$ cat src/sv/ptct_pkg.sv
package ptct_pkg;

  localparam int unsigned TableEntries = 256;

  localparam int unsigned KeyW  = 32;
  localparam int unsigned PktW  = 32;
  localparam int unsigned ByteW = 48;
  localparam int unsigned LenW  = 16;
  localparam int unsigned SlotW = 8;
  localparam int unsigned UsedW = 9;

  typedef enum logic [1:0] {
    FN_SEND     = 2'd0,
    FN_RECV     = 2'd1,
    FN_READ     = 2'd2,
    FN_READ_ALT = 2'd3
  } func_e;

  typedef enum logic [2:0] {
    ST_UPDATED    = 3'd0,
    ST_INSERTED   = 3'd1,
    ST_DROPPED    = 3'd2,
    ST_READ_OK    = 3'd3,
    ST_READ_EMPTY = 3'd4
  } status_e;

  typedef enum logic [1:0] {
    S_IDLE,
    S_SCAN,
    S_READ
  } state_e;

  // counter word of one slot
  typedef struct packed {
    logic [ByteW-1:0] rx_bytes;
    logic [PktW-1:0]  rx_pkts;
    logic [ByteW-1:0] tx_bytes;
    logic [PktW-1:0]  tx_pkts;
  } ctr_t;

  typedef struct packed {
    logic            clear;  // fresh entry: start from zero
    logic            recv;   // receive direction
    logic [LenW-1:0] len;
  } acc_req_t;

endpackage

$ cat src/sv/ptct_acc.sv
module ptct_acc (
  input  ptct_pkg::acc_req_t req_i,
  input  ptct_pkg::ctr_t     old_i,
  output ptct_pkg::ctr_t     new_o
);

  ptct_pkg::ctr_t                base;
  logic [ptct_pkg::PktW-1:0]     pkt_in;
  logic [ptct_pkg::PktW-1:0]     pkt_nx;
  logic [ptct_pkg::ByteW-1:0]    byte_in;
  logic [ptct_pkg::ByteW-1:0]    byte_nx;
  logic [ptct_pkg::ByteW:0]      sum;

  always_comb begin
    base    = req_i.clear ? '0 : old_i;
    pkt_in  = req_i.recv ? base.rx_pkts : base.tx_pkts;
    byte_in = req_i.recv ? base.rx_bytes : base.tx_bytes;
    // saturating increment and add
    pkt_nx  = (&pkt_in) ? pkt_in : pkt_in + 1'b1;
    sum     = {1'b0, byte_in} + (ptct_pkg::ByteW + 1)'(req_i.len);
    byte_nx = sum[ptct_pkg::ByteW] ? '1 : sum[ptct_pkg::ByteW-1:0];
    new_o   = base;
    if (req_i.recv) begin
      new_o.rx_pkts  = pkt_nx;
      new_o.rx_bytes = byte_nx;
    end else begin
      new_o.tx_pkts  = pkt_nx;
      new_o.tx_bytes = byte_nx;
    end
  end

endmodule

$ cat config.mk
export PLATFORM = sky130hd
export DESIGN_NAME = ptct_acc
export DESIGN_NICKNAME = d
export VERILOG_FILES = /design/src/sv/ptct_pkg.sv /design/src/sv/ptct_acc.sv
export SDC_FILE = /design/constraint.sdc
export NUM_CORES = 1
export LEC_CHECK = 0
export ABC_CLOCK_PERIOD_IN_PS = 5800
export BUFFER_PORTS_ARGS = -buffer_cell sky130_fd_sc_hd__buf_2
export CAP_MARGIN = 25
export CORE_AREA = 10 10 124 126
export DETAILED_ROUTE_END_ITERATION = 12
export DIE_AREA = 0 0 134 136
export GPL_TIMING_DRIVEN = 0
export MAX_ROUTING_LAYER = met4
export PLACE_DENSITY_LB_ADDON = 0.08
export SYNTH_ARGS = -nofsm -noshare
export SYNTH_HDL_FRONTEND = slang
export SYNTH_SLANG_ARGS = --single-unit
$ cat constraint.sdc
create_clock -name vclk -period 5.8
set_clock_uncertainty 0.1 [all_clocks]
set_input_delay 0.58 -clock vclk [all_inputs]
set_output_delay 0.58 -clock vclk [all_outputs]
set_load 0.01 [all_outputs]
==> run metrics <==
Fin. Hold Viols=0; crit path DAT=5000 ps; GRT Resource Usage Total=34.8%; critical path class=in -> out; wire length per cell=22.6 µm; synth unique cells=78; most frequent cells in the layout=345 x buf_2, 135 x nand2_1, 81 x nor2_1, 68 x nor2b_1, 67 x a21oi_1; die height=136 µm; Initial Util=47.2%; top post-synthesis cells by area=nand2_1 8.3%, xnor2_1 8.0%, nor2b_1 6.9%; Clock power frac=0%; final critical-path share of the clock period=98.0%; commonest non-fill, non-tap cell in the layout=buf_2; startpoint types=input pin; pin count of the biggest net entering global routing=29; die width=134 µm; Worst-Margin Slew=1030 ps; Flop pwr share=0%; register area=0 µm²; aggregate routed wire length=34.3 mm; area of the core=13000 µm²; Switching Fraction=61.2%; Max Cap Violations=0; Fin Hold WS=1360 ps; drt pass-1 iters=6; vias in the first global route=8928; Mapped Nets=1189; Yosys top cell by area=nand2_1; vias per inst=6.41; Max IR drop VDD=0.0575 mV; area grow syn2layout=35.0%; P per Cell Area=78.4 nW/µm²; Avg Cell Area, Syn=6.18 µm²; first-pass GRT wire length=50.2 mm; slew margin rel.=31.4%; internal power=0.000252 W; antenna violations before repair=8; Ys Warns=0; FF+latch count=0; grt ovf=0; combinational fraction of design power=100.0%; routed via count=9700; Slew Limit Fails=0; Nets=1528; # DRC=0; IO Pins=338; # setup viols final=0; Worst setup EP type=output port; HP Class=in -> out; Req. time, crit path=5120 ps; number of DRC markers in iteration 0=1070; area share of the largest cell type after synthesis=8.33%; f_max=0.176 GHz; Layout fillers=1366; die area=18200 µm²; Critical Path Fanout Max=28; post-DP HPWL=28.0 mm; port bufs=338; switching power total=0.000397 W; Hold Path Depth=3; cts hold-fix bufs=0; share of post-route cells with drive strength above 1=32.1%; outcome=completed; final setup margin=118 ps; GP Congestion=1.09; RSZ-0062 raised after global routing=no; cell area after synthesis=6130 µm²; Clock Buffer Count=0; Final ANT Viol Nets=0; register area share after synthesis=0%; minimum clock period=5680 ps; worst slack, placed=-2160 ps; Lkg Pwr=3.70 nW; standard-cell rows=42; Syn Inst Count=992
-- final timing paths --
path,startpoint,slack [ps],endpoint
worst min-delay path,old_i[33],1360,new_o[33]
worst max-delay path,req_i[17],120,new_o[155]
-- kinds of logic (layout without fill, tap and decap cells) --
| group | after synthesis | after routing | share of synthesized area (%) |
|---|---|---|---|
| other cells | 0 | 9 | 0 |
| fa+ha+maj | 19 | 19 | 4.00 |
| simple gates | 492 | 492 | 41.7 |
| buf+inv | 83 | 420 | 6.13 |
| compound gates | 291 | 291 | 31.8 |
| xor+xnor | 68 | 68 | 9.72 |
| mux | 39 | 39 | 6.58 |
-- synthesized netlist by cell type (all sizes together) (4+ instances only) --
cell type  instances
nand2            136
nor3              22
a221oi             8
o22ai              5
and2               6
mux2              10
and3              17
nand3             63
nand4b             4
or2                8
nor2b             68
o21ai             53
buf               28
a32oi              8
o31ai              7
a211oi             6
nand2b             6
or3                6
nor4               6
nand4             22
nor2              83
a31oi             55
nor4b              4
a22oi             13
o31a               4
o211ai             8
xor2              12
a221o              4
a21o              15
xnor2             56
nor3b              6
a21oi             67
o21a               8
mux2i             29
ha                18
clkbuf            42
inv               13
nand3b            28
-- what timing repair did --
action | in CTS | in global routing
hold endpoints to repair | 0 | 0
setup endpoints to repair | 160 | 91
buffers inserted | 6 | 3
resized for setup | 37 | 11
pin swaps | 6 | 2
-- power by group through the flow --
stage	Sequential (W)	Combinational [W]	Clock, W
2_1_floorplan	0	0.000349	0
3_3_place_gp	0	0.000621	0
3_5_place_dp	0	0.000624	0
4_1_cts	0	0.000634	0
5_1_grt	0	0.000692	0.000000000185
6_report	0	0.000648	0.000000000208
-- stage by stage --
stage	util (%)	setup TNS (ps)	power [W]	area, µm²	std cells
5_1_grt	63.7	0	0.000692	8270	1513
3_5_place_dp	61.9	-221120	0.000624	8040	1506
2_1_floorplan	-	0	0.000349	6130	992
6_report	63.7	0	0.000648	8270	1514
4_1_cts	63.3	0	0.000634	8210	1504
3_3_place_gp	61.9	-234480	0.000621	8040	1506
-- routing by layer --
layer | share of wire, % | GRT usage [%] | wire [µm]
met1 | 39 | 42.9 | 13300
met2 | 45 | 54.8 | 15300
met3 | 13 | 8.19 | 4340
met4 | 3.7 | 11.9 | 1280
met5 | 0 | - | 0
-- area by class of cell --
| cell class | count | area [µm²] | area share [%] |
|---|---|---|---|
| antenna | 9 | 22.5 | 0.272 |
| buffer | 60 | 328 | 3.96 |
| inverter | 13 | 48.8 | 0.590 |
| multi-input combinational | 909 | 5890 | 71.2 |
| tap | 176 | 220 | 2.66 |
| timing repair buffer | 347 | 1760 | 21.3 |
-- worst max-delay path, cell delays in order --
cell	delay, ps
buf_2	140
buf_2	330
buf_4	400
clkbuf_2	400
buf_2	400
nor2_1	100
ha_1	410
a211oi_1	240
o21ai_0	160
a221o_1	450
o311a_4	470
nand2_1	120
clkbuf_2	250
o21ai_0	140
a21o_1	230
buf_2	150
(Power assumes the default switching activity.)
